File: src/sv/mtsed_pkg.sv
// ----------------------------------------------------------------------------
// mtsed_pkg
// Shared types, byte constants and held-text tables for the tag stripper.
// ----------------------------------------------------------------------------
package mtsed_pkg;

    // Input item: one byte of the message plus its end flag.
    typedef struct packed {
        logic [7:0] in_byte;
        logic       end_of_message;
    } t_in_item;

    // Result item.
    typedef struct packed {
        logic [7:0] out_byte;
        logic       has_byte;
        logic       last_of_message;
    } t_out_item;

    // Entity match progress.
    typedef logic [3:0] t_prog;

    localparam t_prog PROG_NONE    = 4'd0;
    localparam t_prog PROG_AMP     = 4'd1;  // "&"
    localparam t_prog PROG_AMP_L   = 4'd2;  // "&l"
    localparam t_prog PROG_LT      = 4'd3;  // "&lt"
    localparam t_prog PROG_AMP_G   = 4'd4;  // "&g"
    localparam t_prog PROG_GT      = 4'd5;  // "&gt"
    localparam t_prog PROG_AMP_A   = 4'd6;  // "&a"
    localparam t_prog PROG_AMP_AM  = 4'd7;  // "&am"
    localparam t_prog PROG_AMP_AMP = 4'd8;  // "&amp"
    localparam t_prog PROG_DONE    = 4'd15; // entity completed

    localparam logic [7:0] C_LT   = 8'h3C; // '<'
    localparam logic [7:0] C_GT   = 8'h3E; // '>'
    localparam logic [7:0] C_AMP  = 8'h26; // '&'
    localparam logic [7:0] C_SEMI = 8'h3B; // ';'
    localparam logic [7:0] C_L    = 8'h6C; // 'l'
    localparam logic [7:0] C_G    = 8'h67; // 'g'
    localparam logic [7:0] C_A    = 8'h61; // 'a'
    localparam logic [7:0] C_T    = 8'h74; // 't'
    localparam logic [7:0] C_M    = 8'h6D; // 'm'
    localparam logic [7:0] C_P    = 8'h70; // 'p'

    // Command passed from the classifier to the result sequencer.
    // Order of results: held text rel_first, then mid byte, then held text rel_end.
    typedef struct packed {
        t_prog      rel_first;  // held text released on a broken match
        logic       has_mid;
        logic [7:0] mid_byte;   // literal or decoded byte
        t_prog      rel_end;    // held text flushed at message end
        logic       eom;
    } t_cmd;

    // Number of bytes held for a progress code.
    function automatic logic [2:0] held_len(input t_prog p);
        logic [2:0] len;
        unique case (p)
            PROG_AMP:                          len = 3'd1;
            PROG_AMP_L, PROG_AMP_G, PROG_AMP_A: len = 3'd2;
            PROG_LT, PROG_GT, PROG_AMP_AM:     len = 3'd3;
            PROG_AMP_AMP:                      len = 3'd4;
            default:                           len = 3'd0;
        endcase
        return len;
    endfunction

    // Byte k of the held text for a progress code.
    function automatic logic [7:0] held_char(input t_prog p, input logic [1:0] k);
        logic [7:0] ch;
        unique case (k)
            2'd0: ch = C_AMP;
            2'd1: begin
                if (p == PROG_AMP_L || p == PROG_LT) begin
                    ch = C_L;
                end else if (p == PROG_AMP_G || p == PROG_GT) begin
                    ch = C_G;
                end else begin
                    ch = C_A;
                end
            end
            2'd2: ch = (p == PROG_LT || p == PROG_GT) ? C_T : C_M;
            default: ch = C_P;
        endcase
        return ch;
    endfunction

endpackage

File: src/sv/mtsed_front.sv
// ----------------------------------------------------------------------------
// mtsed_front
// Classifier: tracks tag and entity state, turns each item into a command.
// ----------------------------------------------------------------------------
module mtsed_front (
    input  logic                i_clk,
    input  logic                i_rst_n,
    input  logic                i_in_valid,
    output logic                o_in_ready,
    input  mtsed_pkg::t_in_item i_in_item,
    input  logic                i_full,
    output logic                o_push,
    output mtsed_pkg::t_cmd     o_cmd
);

    logic             r_tag;
    mtsed_pkg::t_prog r_prog;
    logic             n_tag;
    mtsed_pkg::t_prog n_prog;

    logic             accept;
    logic             held;
    logic             handle;
    logic             tag_mid;
    mtsed_pkg::t_prog prog_mid;
    mtsed_pkg::t_prog nxt;
    logic [7:0]       b;

    // Next progress, PROG_DONE on a completed entity, PROG_NONE on a break.
    function automatic mtsed_pkg::t_prog advance(input mtsed_pkg::t_prog p,
                                                 input logic [7:0] c);
        mtsed_pkg::t_prog r;
        r = mtsed_pkg::PROG_NONE;
        unique case (p)
            mtsed_pkg::PROG_AMP: begin
                if (c == mtsed_pkg::C_L) begin
                    r = mtsed_pkg::PROG_AMP_L;
                end else if (c == mtsed_pkg::C_G) begin
                    r = mtsed_pkg::PROG_AMP_G;
                end else if (c == mtsed_pkg::C_A) begin
                    r = mtsed_pkg::PROG_AMP_A;
                end
            end
            mtsed_pkg::PROG_AMP_L:
                if (c == mtsed_pkg::C_T) r = mtsed_pkg::PROG_LT;
            mtsed_pkg::PROG_AMP_G:
                if (c == mtsed_pkg::C_T) r = mtsed_pkg::PROG_GT;
            mtsed_pkg::PROG_AMP_A:
                if (c == mtsed_pkg::C_M) r = mtsed_pkg::PROG_AMP_AM;
            mtsed_pkg::PROG_AMP_AM:
                if (c == mtsed_pkg::C_P) r = mtsed_pkg::PROG_AMP_AMP;
            mtsed_pkg::PROG_LT, mtsed_pkg::PROG_GT, mtsed_pkg::PROG_AMP_AMP:
                if (c == mtsed_pkg::C_SEMI) r = mtsed_pkg::PROG_DONE;
            default: r = mtsed_pkg::PROG_NONE;
        endcase
        return r;
    endfunction

    assign o_in_ready = !i_full;
    assign accept     = i_in_valid && o_in_ready;

    always_comb begin
        b        = i_in_item.in_byte;
        held     = (r_prog >= mtsed_pkg::PROG_AMP) && (r_prog <= mtsed_pkg::PROG_AMP_AMP);
        nxt      = advance(r_prog, b);
        handle   = 1'b1;
        tag_mid  = r_tag;
        prog_mid = mtsed_pkg::PROG_NONE;

        o_cmd.rel_first = mtsed_pkg::PROG_NONE;
        o_cmd.has_mid   = 1'b0;
        o_cmd.mid_byte  = b;
        o_cmd.rel_end   = mtsed_pkg::PROG_NONE;
        o_cmd.eom       = i_in_item.end_of_message;

        if (held) begin
            if (nxt == mtsed_pkg::PROG_DONE) begin
                handle         = 1'b0;
                o_cmd.has_mid  = 1'b1;
                o_cmd.mid_byte = (r_prog == mtsed_pkg::PROG_LT) ? mtsed_pkg::C_LT :
                                 (r_prog == mtsed_pkg::PROG_GT) ? mtsed_pkg::C_GT :
                                 mtsed_pkg::C_AMP;
            end else if (nxt != mtsed_pkg::PROG_NONE) begin
                handle   = 1'b0;
                prog_mid = nxt;
            end else if (!r_tag) begin
                // Broken match outside a tag: release held text as literal.
                o_cmd.rel_first = r_prog;
            end
        end

        if (handle) begin
            priority if (b == mtsed_pkg::C_LT) begin
                tag_mid = 1'b1;
            end else if (b == mtsed_pkg::C_GT) begin
                tag_mid = 1'b0;
            end else if (b == mtsed_pkg::C_AMP) begin
                prog_mid = mtsed_pkg::PROG_AMP;
            end else if (!r_tag) begin
                o_cmd.has_mid = 1'b1;
            end
        end

        n_tag  = tag_mid;
        n_prog = prog_mid;
        if (i_in_item.end_of_message) begin
            // Flush what is still held, then clear the state.
            if (!tag_mid) begin
                o_cmd.rel_end = prog_mid;
            end
            n_tag  = 1'b0;
            n_prog = mtsed_pkg::PROG_NONE;
        end

        o_push = accept && (o_cmd.rel_first != mtsed_pkg::PROG_NONE || o_cmd.has_mid
                            || o_cmd.rel_end != mtsed_pkg::PROG_NONE || o_cmd.eom);
    end

    always_ff @(posedge i_clk) begin
        if (!i_rst_n) begin
            r_tag  <= 1'b0;
            r_prog <= mtsed_pkg::PROG_NONE;
        end else if (accept) begin
            r_tag  <= n_tag;
            r_prog <= n_prog;
        end
    end

`ifndef ASSERT_OFF
    a_eom_clears: assert property (@(posedge i_clk) disable iff (!i_rst_n)
        accept && i_in_item.end_of_message |=> !r_tag && r_prog == mtsed_pkg::PROG_NONE)
        else $error("state not cleared after message end");
    a_prog_range: assert property (@(posedge i_clk) disable iff (!i_rst_n)
        r_prog <= mtsed_pkg::PROG_AMP_AMP)
        else $error("entity progress out of range");
`endif

endmodule

File: src/sv/mtsed_queue.sv
// ----------------------------------------------------------------------------
// mtsed_queue
// Small command FIFO between the classifier and the result sequencer.
// ----------------------------------------------------------------------------
module mtsed_queue #(
    parameter int unsigned DEPTH = 4
) (
    input  logic            i_clk,
    input  logic            i_rst_n,
    input  logic            i_push,
    input  mtsed_pkg::t_cmd i_data,
    output logic            o_full,
    input  logic            i_pop,
    output logic            o_empty,
    output mtsed_pkg::t_cmd o_data
);

    localparam int unsigned PW = (DEPTH > 1) ? $clog2(DEPTH) : 1;
    localparam int unsigned CW = $clog2(DEPTH + 1);

    mtsed_pkg::t_cmd r_mem [DEPTH];
    logic [PW-1:0]   r_wr_ptr;
    logic [PW-1:0]   r_rd_ptr;
    logic [CW-1:0]   r_count;

    assign o_full  = (r_count == CW'(DEPTH));
    assign o_empty = (r_count == '0);
    assign o_data  = r_mem[r_rd_ptr];

    always_ff @(posedge i_clk) begin
        if (i_push) begin
            r_mem[r_wr_ptr] <= i_data;
        end
    end

    always_ff @(posedge i_clk) begin
        if (!i_rst_n) begin
            r_wr_ptr <= '0;
            r_rd_ptr <= '0;
            r_count  <= '0;
        end else begin
            if (i_push) begin
                r_wr_ptr <= (r_wr_ptr == PW'(DEPTH - 1)) ? '0 : r_wr_ptr + PW'(1);
            end
            if (i_pop) begin
                r_rd_ptr <= (r_rd_ptr == PW'(DEPTH - 1)) ? '0 : r_rd_ptr + PW'(1);
            end
            if (i_push && !i_pop) begin
                r_count <= r_count + CW'(1);
            end else if (i_pop && !i_push) begin
                r_count <= r_count - CW'(1);
            end
        end
    end

`ifndef ASSERT_OFF
    a_no_overflow: assert property (@(posedge i_clk) disable iff (!i_rst_n)
        i_push |-> !o_full)
        else $error("push into full queue");
    a_no_underflow: assert property (@(posedge i_clk) disable iff (!i_rst_n)
        i_pop |-> !o_empty)
        else $error("pop from empty queue");
`endif

endmodule

File: src/sv/mtsed_back.sv
// ----------------------------------------------------------------------------
// mtsed_back
// Result sequencer: expands one command into its result items, one a cycle while the receiver takes them.
// ----------------------------------------------------------------------------
module mtsed_back (
    input  logic                 i_clk,
    input  logic                 i_rst_n,
    input  logic                 i_empty,
    input  mtsed_pkg::t_cmd      i_cmd,
    output logic                 o_pop,
    output logic                 o_out_valid,
    input  logic                 i_out_ready,
    output mtsed_pkg::t_out_item o_out_item
);

    logic                 r_valid;
    mtsed_pkg::t_out_item r_item;
    logic [2:0]           r_idx;
    logic [2:0]           n_idx;

    logic                 load;
    logic [3:0]           len1;
    logic [3:0]           len2;
    logic [3:0]           mid;
    logic [3:0]           total;
    logic [3:0]           idx;
    logic [3:0]           k2;
    logic                 bare;
    logic                 is_end;
    logic [7:0]           cur_byte;
    mtsed_pkg::t_out_item n_item;

    assign load = !i_empty && (!r_valid || i_out_ready);

    always_comb begin
        len1   = {1'b0, mtsed_pkg::held_len(i_cmd.rel_first)};
        len2   = {1'b0, mtsed_pkg::held_len(i_cmd.rel_end)};
        mid    = {3'b000, i_cmd.has_mid};
        total  = len1 + mid + len2;
        idx    = {1'b0, r_idx};
        k2     = idx - len1 - mid;
        bare   = (total == 4'd0);
        is_end = bare || (idx == total - 4'd1);

        if (idx < len1) begin
            cur_byte = mtsed_pkg::held_char(i_cmd.rel_first, r_idx[1:0]);
        end else if (i_cmd.has_mid && idx == len1) begin
            cur_byte = i_cmd.mid_byte;
        end else begin
            cur_byte = mtsed_pkg::held_char(i_cmd.rel_end, k2[1:0]);
        end

        n_item.out_byte        = bare ? 8'h00 : cur_byte;
        n_item.has_byte        = !bare;
        n_item.last_of_message = i_cmd.eom && is_end;

        o_pop = load && is_end;
        n_idx = is_end ? 3'd0 : r_idx + 3'd1;
    end

    always_ff @(posedge i_clk) begin
        if (!i_rst_n) begin
            r_valid <= 1'b0;
            r_idx   <= 3'd0;
        end else begin
            if (load) begin
                r_valid <= 1'b1;
                r_idx   <= n_idx;
            end else if (i_out_ready) begin
                r_valid <= 1'b0;
            end
        end
    end

    always_ff @(posedge i_clk) begin
        if (load) begin
            r_item <= n_item;
        end
    end

    assign o_out_valid = r_valid;
    assign o_out_item  = r_item;

`ifndef ASSERT_OFF
    a_bare_is_last: assert property (@(posedge i_clk) disable iff (!i_rst_n)
        o_out_valid && !o_out_item.has_byte |-> o_out_item.last_of_message)
        else $error("bare marker without end flag");
    a_idx_range: assert property (@(posedge i_clk) disable iff (!i_rst_n)
        r_idx <= 3'd4)
        else $error("result index beyond five results");
`endif

endmodule

File: src/sv/markup_tag_stripper_entity_decoder.sv
// ----------------------------------------------------------------------------
// markup_tag_stripper_entity_decoder
// Strips markup tags and decodes &lt; &gt; &amp; from a byte stream.
// ----------------------------------------------------------------------------
// Usage:
//   Input channel (i_in_valid / o_in_ready / i_in_item) takes one message byte
//   per item, with end_of_message on the final byte. Output channel
//   (o_out_valid / i_out_ready / o_out_item) gives zero to five result items
//   per input item, in order; a message end with nothing left to emit yields
//   one bare marker (has_byte 0, last_of_message 1).
//   The classifier writes the command queue when the item is accepted, and
//   the sequencer then loads the output register from the queue, which a
//   stalled receiver can hold off.
//   Throughput: one input item per cycle while each item yields at most one
//   result and the receiver is ready; the sequencer emits one result per
//   cycle while the receiver takes it, so an item that releases held entity
//   text backs up the command queue, which then lowers o_in_ready.
//   Items that produce nothing (dropped tag bytes, held entity prefixes)
//   never reach the queue and cost no output cycle.
//   Reset clears the tag and entity state, empties the queue and drops any
//   pending result. When the receiver stalls, the output register holds its
//   item, the queue fills, and then input is held off.
// ----------------------------------------------------------------------------
module markup_tag_stripper_entity_decoder #(
    parameter int unsigned QUEUE_DEPTH = 4
) (
    input  logic                 i_clk,
    input  logic                 i_rst_n,
    input  logic                 i_in_valid,
    output logic                 o_in_ready,
    input  mtsed_pkg::t_in_item  i_in_item,
    output logic                 o_out_valid,
    input  logic                 i_out_ready,
    output mtsed_pkg::t_out_item o_out_item
);

    // Command path between the classifier and the sequencer.
    logic            push;
    logic            pop;
    logic            full;
    logic            empty;
    mtsed_pkg::t_cmd cmd_in;
    mtsed_pkg::t_cmd cmd_out;

    // Classify each byte and track tag/entity state.
    mtsed_front u_front (
        .i_clk      (i_clk),
        .i_rst_n    (i_rst_n),
        .i_in_valid (i_in_valid),
        .o_in_ready (o_in_ready),
        .i_in_item  (i_in_item),
        .i_full     (full),
        .o_push     (push),
        .o_cmd      (cmd_in)
    );

    // Decouple the two sides so each can stall on its own.
    mtsed_queue #(
        .DEPTH (QUEUE_DEPTH)
    ) u_queue (
        .i_clk   (i_clk),
        .i_rst_n (i_rst_n),
        .i_push  (push),
        .i_data  (cmd_in),
        .o_full  (full),
        .i_pop   (pop),
        .o_empty (empty),
        .o_data  (cmd_out)
    );

    // Expand commands into result items.
    mtsed_back u_back (
        .i_clk       (i_clk),
        .i_rst_n     (i_rst_n),
        .i_empty     (empty),
        .i_cmd       (cmd_out),
        .o_pop       (pop),
        .o_out_valid (o_out_valid),
        .i_out_ready (i_out_ready),
        .o_out_item  (o_out_item)
    );

endmodule

File: config.mk
export PLATFORM = sky130hd
export DESIGN_NAME = markup_tag_stripper_entity_decoder
export DESIGN_NICKNAME = d
export VERILOG_FILES = /design/src/sv/mtsed_pkg.sv /design/src/sv/mtsed_front.sv /design/src/sv/mtsed_queue.sv /design/src/sv/mtsed_back.sv /design/src/sv/markup_tag_stripper_entity_decoder.sv
export SDC_FILE = /design/constraint.sdc
export NUM_CORES = 1
export LEC_CHECK = 0
export ABC_AREA = 0
export BUFFER_PORTS_ARGS = -buffer_cell sky130_fd_sc_hd__buf_2
export CORE_MARGIN = 10
export CORE_UTILIZATION = 40
export DETAILED_ROUTE_END_ITERATION = 8
export HOLD_SLACK_MARGIN = 0.12
export MAX_ROUTING_LAYER = met4
export SLEW_MARGIN = 20
export SYNTH_ARGS = -nofsm -noshare
export SYNTH_HDL_FRONTEND = slang
export SYNTH_SLANG_ARGS = --single-unit
File: constraint.sdc
create_clock -name i_clk -period 5.9 [get_ports i_clk]
set_input_delay 0.59 -clock i_clk [delete_from_list [all_inputs] [get_ports i_clk]]
set_output_delay 0.59 -clock i_clk [all_outputs]
set_load 0.05 [all_outputs]
* After elaboration in Yosys (flattened, before gate mapping)
Memories as Yosys holds them, arrays and structs flattened. A register that Yosys moved wholly into a read port is not among the register bits.
Cells that the tools add are included.
** Cells by class
- Add/subtract/negate cells :: 10
- Multipliers :: 0
- Div/mod/pow operators :: 0
- Order comparisons :: 3
- Equal/unequal tests :: 36
- Shift-type cells :: 0
- Muxes and demuxes :: 59
- Bitwise operators :: 0
- Reduce and logical (&&, ||, !) cells :: 36
** Operators with widths (count)
- 2-to-1 mux 4 bit :: 17
- equality test 8 x 7 -> 1 bit, second input constant :: 6
- case mux 8 bit (3 select lines) :: 2
- 2-to-1 mux 8 bit :: 5
- equality test 4 x 3 -> 1 bit, second input constant :: 8
- equality test 8 x 6 -> 1 bit, second input constant :: 4
- equality test 4 x 2 -> 1 bit, second input constant :: 6
- 2-to-1 mux 3 bit :: 8
- case mux 4 bit (6 select lines) :: 1
- 2-to-1 mux 1 bit :: 16
- 2-to-1 mux 5 bit :: 3
- 2-to-1 mux 13 bit :: 1
- nonzero test 4 bit :: 3
- logical OR 1 bit :: 11
- 2-to-1 mux 2 bit :: 5
- logical AND 1 bit :: 9
- 2-to-1 mux 9 bit :: 1
- equality test 2 bit, second input constant :: 4
- equality test 4 bit, second input constant :: 2
- adder 3 x 1 -> 3 bit, second input constant :: 2
- logical NOT 1 bit :: 6
- adder 2 x 1 -> 2 bit, second input constant :: 2
- adder 3 x 1 -> 4 bit :: 1
- adder 4 x 3 -> 4 bit :: 1
- 17 further kinds :: 20
** Word-level totals
- Register bits after elaboration :: 26
- Bits in latches :: 0
- Bits in writable memories :: 72
- ROM bits :: 96
- Output and inout bits :: 12
- Logic and storage cells :: 157
- Memories kept :: 3
** Memory list
- u_queue.r_mem :: depth 4, width 18, read ports 1, clocked after memory_dff 1, write ports 1, RTL line mtsed_queue.sv:21 : mtsed_pkg::t_cmd r_mem [DEPTH];
- (no name shown) :: depth 16, width 3, read ports 1, clocked after memory_dff 0, write ports 0, RTL line mtsed_pkg.sv:58 : unique case (p)
- (no name shown) :: depth 16, width 3, read ports 1, clocked after memory_dff 0, write ports 0, RTL line mtsed_pkg.sv:58

* Logic depth before layout (Yosys ltp)
- Depth after elaboration :: 23
- Gate-level depth with buffers :: 19

* Modules after synthesis
A second synthesis with hierarchy kept.
** Unflattened totals
- Cell total of the unflattened synthesis :: 393
- Area, all modules :: 5242.5 µm²
** Modules (own cells, without submodules)
- mtsed_queue :: times used 1, cells an instance 138, area each 3096.7 µm², seq. area each 2342.2 µm²
- mtsed_back :: times used 1, cells an instance 152, area each 1418.9 µm², seq. area each 380.4 µm²
- mtsed_front :: times used 1, cells an instance 103, area each 726.9 µm², seq. area each 100.1 µm²

* Worst setup path after synthesis
Ideal clock, no wire load.
- Path type :: register to register
- Start :: reg with a tool-made name
- End :: reg u_queue.r_count[2]
- Data arrival time :: 4.516 ns
- Required time :: 5.824 ns
- Slack :: 1.309 ns
- Cell stages (with the launch flop) :: 20
- Buffers on the path :: 2
- Cell sequence :: dfxtp_1 buf_6 buf_4 mux4_2 nor2b_1 fa_1 fa_1 inv_1 ha_1 inv_1 nand2_1 a311oi_1 o31ai_1 nand2_1 ha_1 inv_1 fa_1 xor2_1 or3_1 a21boi_0
** RTL lines
- end signal, assigned :: RTL line mtsed_queue.sv:49 : r_count <= r_count + CW'(1);
- end signal, assigned :: RTL line mtsed_queue.sv:51 : r_count <= r_count - CW'(1);
- end, declared :: RTL line mtsed_queue.sv:24 : logic [CW-1:0] r_count;

==> qor.yml <==
global_route:
  antenna_found_initial: 0
  grt_use_total: 0.1178
  grt_overflow: 0
  grt_max_degree: 23
  grt_pass1_wl_um: 16260
  first_global_vias: 3120
yosys:
  syn_nets: 424
  syn_inst: 388
  yosys_warnings: 0
  synth_area_per_cell_um2: 13.10
  synthesis.area_mm2: 0.005081
  ys_ff_latch: 100
  async_reset_ff_frac: 0
  synth_seq_area_share: 0.5555
  synth_edf_count: 82
  ys.flop_type: "edfxtp_1"
  yosysUniqueCellTypes: 66
critical_path:
  timing_worst_setup_path_type: "register to register"
  cp_common_cell: "fa_1"
  crit_arrival_ns: 5.24
  cpMaxStageDelayCell: "mux4_2"
  crit_buf_inv: 1
  required_ns: 6.16
  crit_path_max_fanout: 8
  start_kind: "register"
  cp_cell_sequence: "mux4_2 > nor2b_1 > fa_1 > fa_1 > or2_2 > a2111oi_0 > a311oi_1 > o31ai_1 > nand2_1 > ha_1 > inv_1 > fa_1 > xor2_1 > or3_1 > a21boi_0"
  cp_slowest_stage_delay_ns: 0.63
  endpoint_kind: "register"
  crit_family: "simple AND/OR/NAND/NOR gates"
cts:
  cts.sinks: 100
  clkSlewWorstSetupHoldPaths_ns: 0.06
  cts_tree: "built"
  cts_resized: 0
  clock_latency_ns: 0.34
  cts-htree-levels: 3
  cts_hold_buf: 0
  root_buffer: "clkbuf_16"
  cts_setup_buffers: 0
  cts_buffers: 9
  cts_buffer_depth: 2
routing:
  viasPerCell: 5.200
  drcViolationCount: 0
  drt-total-wl_um: 9736
  drt_pass1_iterations: 4
  routed-via-count: 3047
  ant_nets: 0
  drtIter0Drc: 267
  wire_per_inst_um: 16.61
timing:
  relSlewSlack: 0.3741
  rsz0062_at_grt: "false"
  setup_violations: 0
  setup_ws_ns: 0.9225
  tns_ns: 0
  fin_crit_sh: 0.8436
  min_period_ns: 4.978
  fin_skew_ns: 0.007052
  fmax_mhz: 200.9
  final-max-slew-violation-count: 0
  tightest_slew_ns: 0.9388
  hold_viol_final: 0
die:
  io-pin-count: 25
  coreArea_mm2: 0.01252
  die_h_um: 132.7
  fp.dieW_um: 132.7
  rows: 41
  die_area_mm2: 0.01761
  initial_utilization: 0.4059
cells_and_area:
  area_growth_pct: 11.23
  fillerInstances: 1143
  diodes: 0
  final-seq-area_mm2: 0.002823
  stdcell_area_mm2: 0.005652
  layout-drive-gt1-share: 0.1691
  nets: 445
  multi_input_comb_area_mm2: 0.002105
placed_design:
  port_buffers: 24
  gp_congestion: 0.8454
  dp_slack_ns: 0.8746
  place.detailed.hpwl_um: 7236
  placed_cell_area_mm2: 0.005353
power_and_ir_drop:
  power_density_mw_per_mm2: 466.9
  max-vdd-ir-drop_v: 0.0001402
  p_comb_frac: 0.419
  swShare: 0.3775
  pwr-share-seq: 0.361
  p_leak_uw: 0.001980
  p_total_uw: 2639
  p_int_uw: 1643
  power.share.clock: 0.221
  p_sw_uw: 996.2
run:
  drv_cap: 0
worst_hold_path:
  hp-class: "register to register"
run_status:
  status: "completed"
==> path summary, 6_finish.rpt <==
kind,start,end,slack (ns),depth (start not counted)
min reg2reg,u_back.o_out_valid$_SDFFE_PN0P_,u_back.o_out_valid$_SDFFE_PN0P_,0.49,2
min,u_back.o_out_valid$_SDFFE_PN0P_,u_back.o_out_valid$_SDFFE_PN0P_,0.49,2
max reg2reg,register,u_queue.r_count[2]$_SDFFE_PN0P_,0.92,15
max,register,u_queue.r_count[2]$_SDFFE_PN0P_,0.92,15
==> area by class of cell <==
| type | instances | share of cell area |
|---|---|---|
| inverter | 18 | 0.01195 |
| multi-input combinational | 253 | 0.3724 |
| tap | 172 | 0.03808 |
| clock buffer | 9 | 0.03985 |
| sequential | 100 | 0.4994 |
| timing repair buffer | 27 | 0.02524 |
| clock inverter | 7 | 0.01306 |
==> worst reg2reg max path, stage by stage, from the launching register on <==
cell	delay, ns
dfxtp_1	0.61
mux4_2	0.64
nor2b_1	0.48
fa_1	0.32
fa_1	0.43
or2_2	0.29
a2111oi_0	0.39
a311oi_1	0.12
o31ai_1	0.40
nand2_1	0.20
ha_1	0.25
inv_1	0.07
fa_1	0.18
xor2_1	0.07
or3_1	0.29
a21boi_0	0.17
==> metal layers <==
| layer | up-vias | track usage | part of all wire | wire (µm) |
|---|---|---|---|---|
| met2 | 59 | 0.1874 | 0.48 | 4655 |
| met1 | 1473 | 0.1470 | 0.47 | 4606 |
| met3 | 11 | 0.02612 | 0.034 | 327 |
| met4 | 0 | 0.03667 | 0.015 | 148 |
| met5 | - | - | 0 | 0 |
| li1 | 1504 | - | - | - |
==> synthesized netlist by cell type, types with 5 or more instances <==
| cell type | count | area (µm²) |
|---|---|---|
| xor2_1 | 8 | 70.07 |
| xnor2_1 | 6 | 52.55 |
| ha_1 | 19 | 237.7 |
| nor3b_1 | 5 | 37.54 |
| nand3_1 | 7 | 35.03 |
| inv_1 | 18 | 67.56 |
| dfxtp_1 | 18 | 360.4 |
| and2_1 | 9 | 56.30 |
| nor2_1 | 20 | 75.07 |
| nand2_1 | 29 | 108.9 |
| nor4b_1 | 7 | 61.31 |
| a21oi_1 | 8 | 40.04 |
| nand2b_1 | 5 | 31.28 |
| mux4_2 | 15 | 337.8 |
| clkbuf_1 | 8 | 30.03 |
| edfxtp_1 | 82 | 2462 |
| o21ai_0 | 13 | 65.06 |
| buf_2 | 5 | 25.02 |
| nor2b_1 | 16 | 100.1 |
| nor3_1 | 9 | 45.04 |
==> sequential cells by signal, indices dropped and copies added (netlist names), named ones only <==
signal / cells
u_queue.r_mem: 72
u_back.o_out_item: 10
u_front.r_prog: 4
u_back.r_idx: 3
u_queue.r_count: 3
u_queue.r_rd_ptr: 2
u_queue.r_wr_ptr: 2
u_back.o_out_valid: 1
u_front.r_tag: 1
==> power groups by stage <==
| stage | clock network, µW | registers [µW] | logic [µW] |
|---|---|---|---|
| after global placement | 0 | 966 | 1090 |
| after detailed placement | 0 | 971 | 1110 |
| after floorplan | 0 | 1090 | 749 |
| final | 582 | 952 | 1100 |
| after CTS | 598 | 955 | 1120 |
| after global routing | 620 | 966 | 1240 |
==> cell families after synthesis <==
logic type / after synthesis / synth area share
adders and majority gates: 23 / 0.06255
DFF: 100 / 0.5555
muxes: 22 / 0.08988
buffers and inverters: 35 / 0.03028
xor gates and xnor gates: 15 / 0.02955
and+or+nand+nor: 134 / 0.1487
AOI/OAI and AO/OA: 59 / 0.08348
==> layout by cell type (no fill, tap or decap), types with 8 or more instances in the layout <==
cell type / count
nor2_1: 20
nand2_1: 29
a21oi_1: 8
nor2b_1: 16
o21ai_0: 13
ha_1: 19
xor2_1: 8
mux4_2: 15
inv_1: 18
and2_1: 9
clkbuf_16: 9
buf_2: 24
dfxtp_1: 18
edfxtp_1: 82
nor3_1: 9
==> metrics by stage <==
stage	hold slack, ns	std cells	utilization
5_1_grt	0.5201	586	0.4515
4_1_cts	0.4936	586	0.4515
3_3_place_gp	0.4697	570	0.4276
2_1_floorplan	0.4611	388	-
3_5_place_dp	0.4862	570	0.4276
6_report	0.4871	586	0.4515
Power figures use the tool's default switching activity.
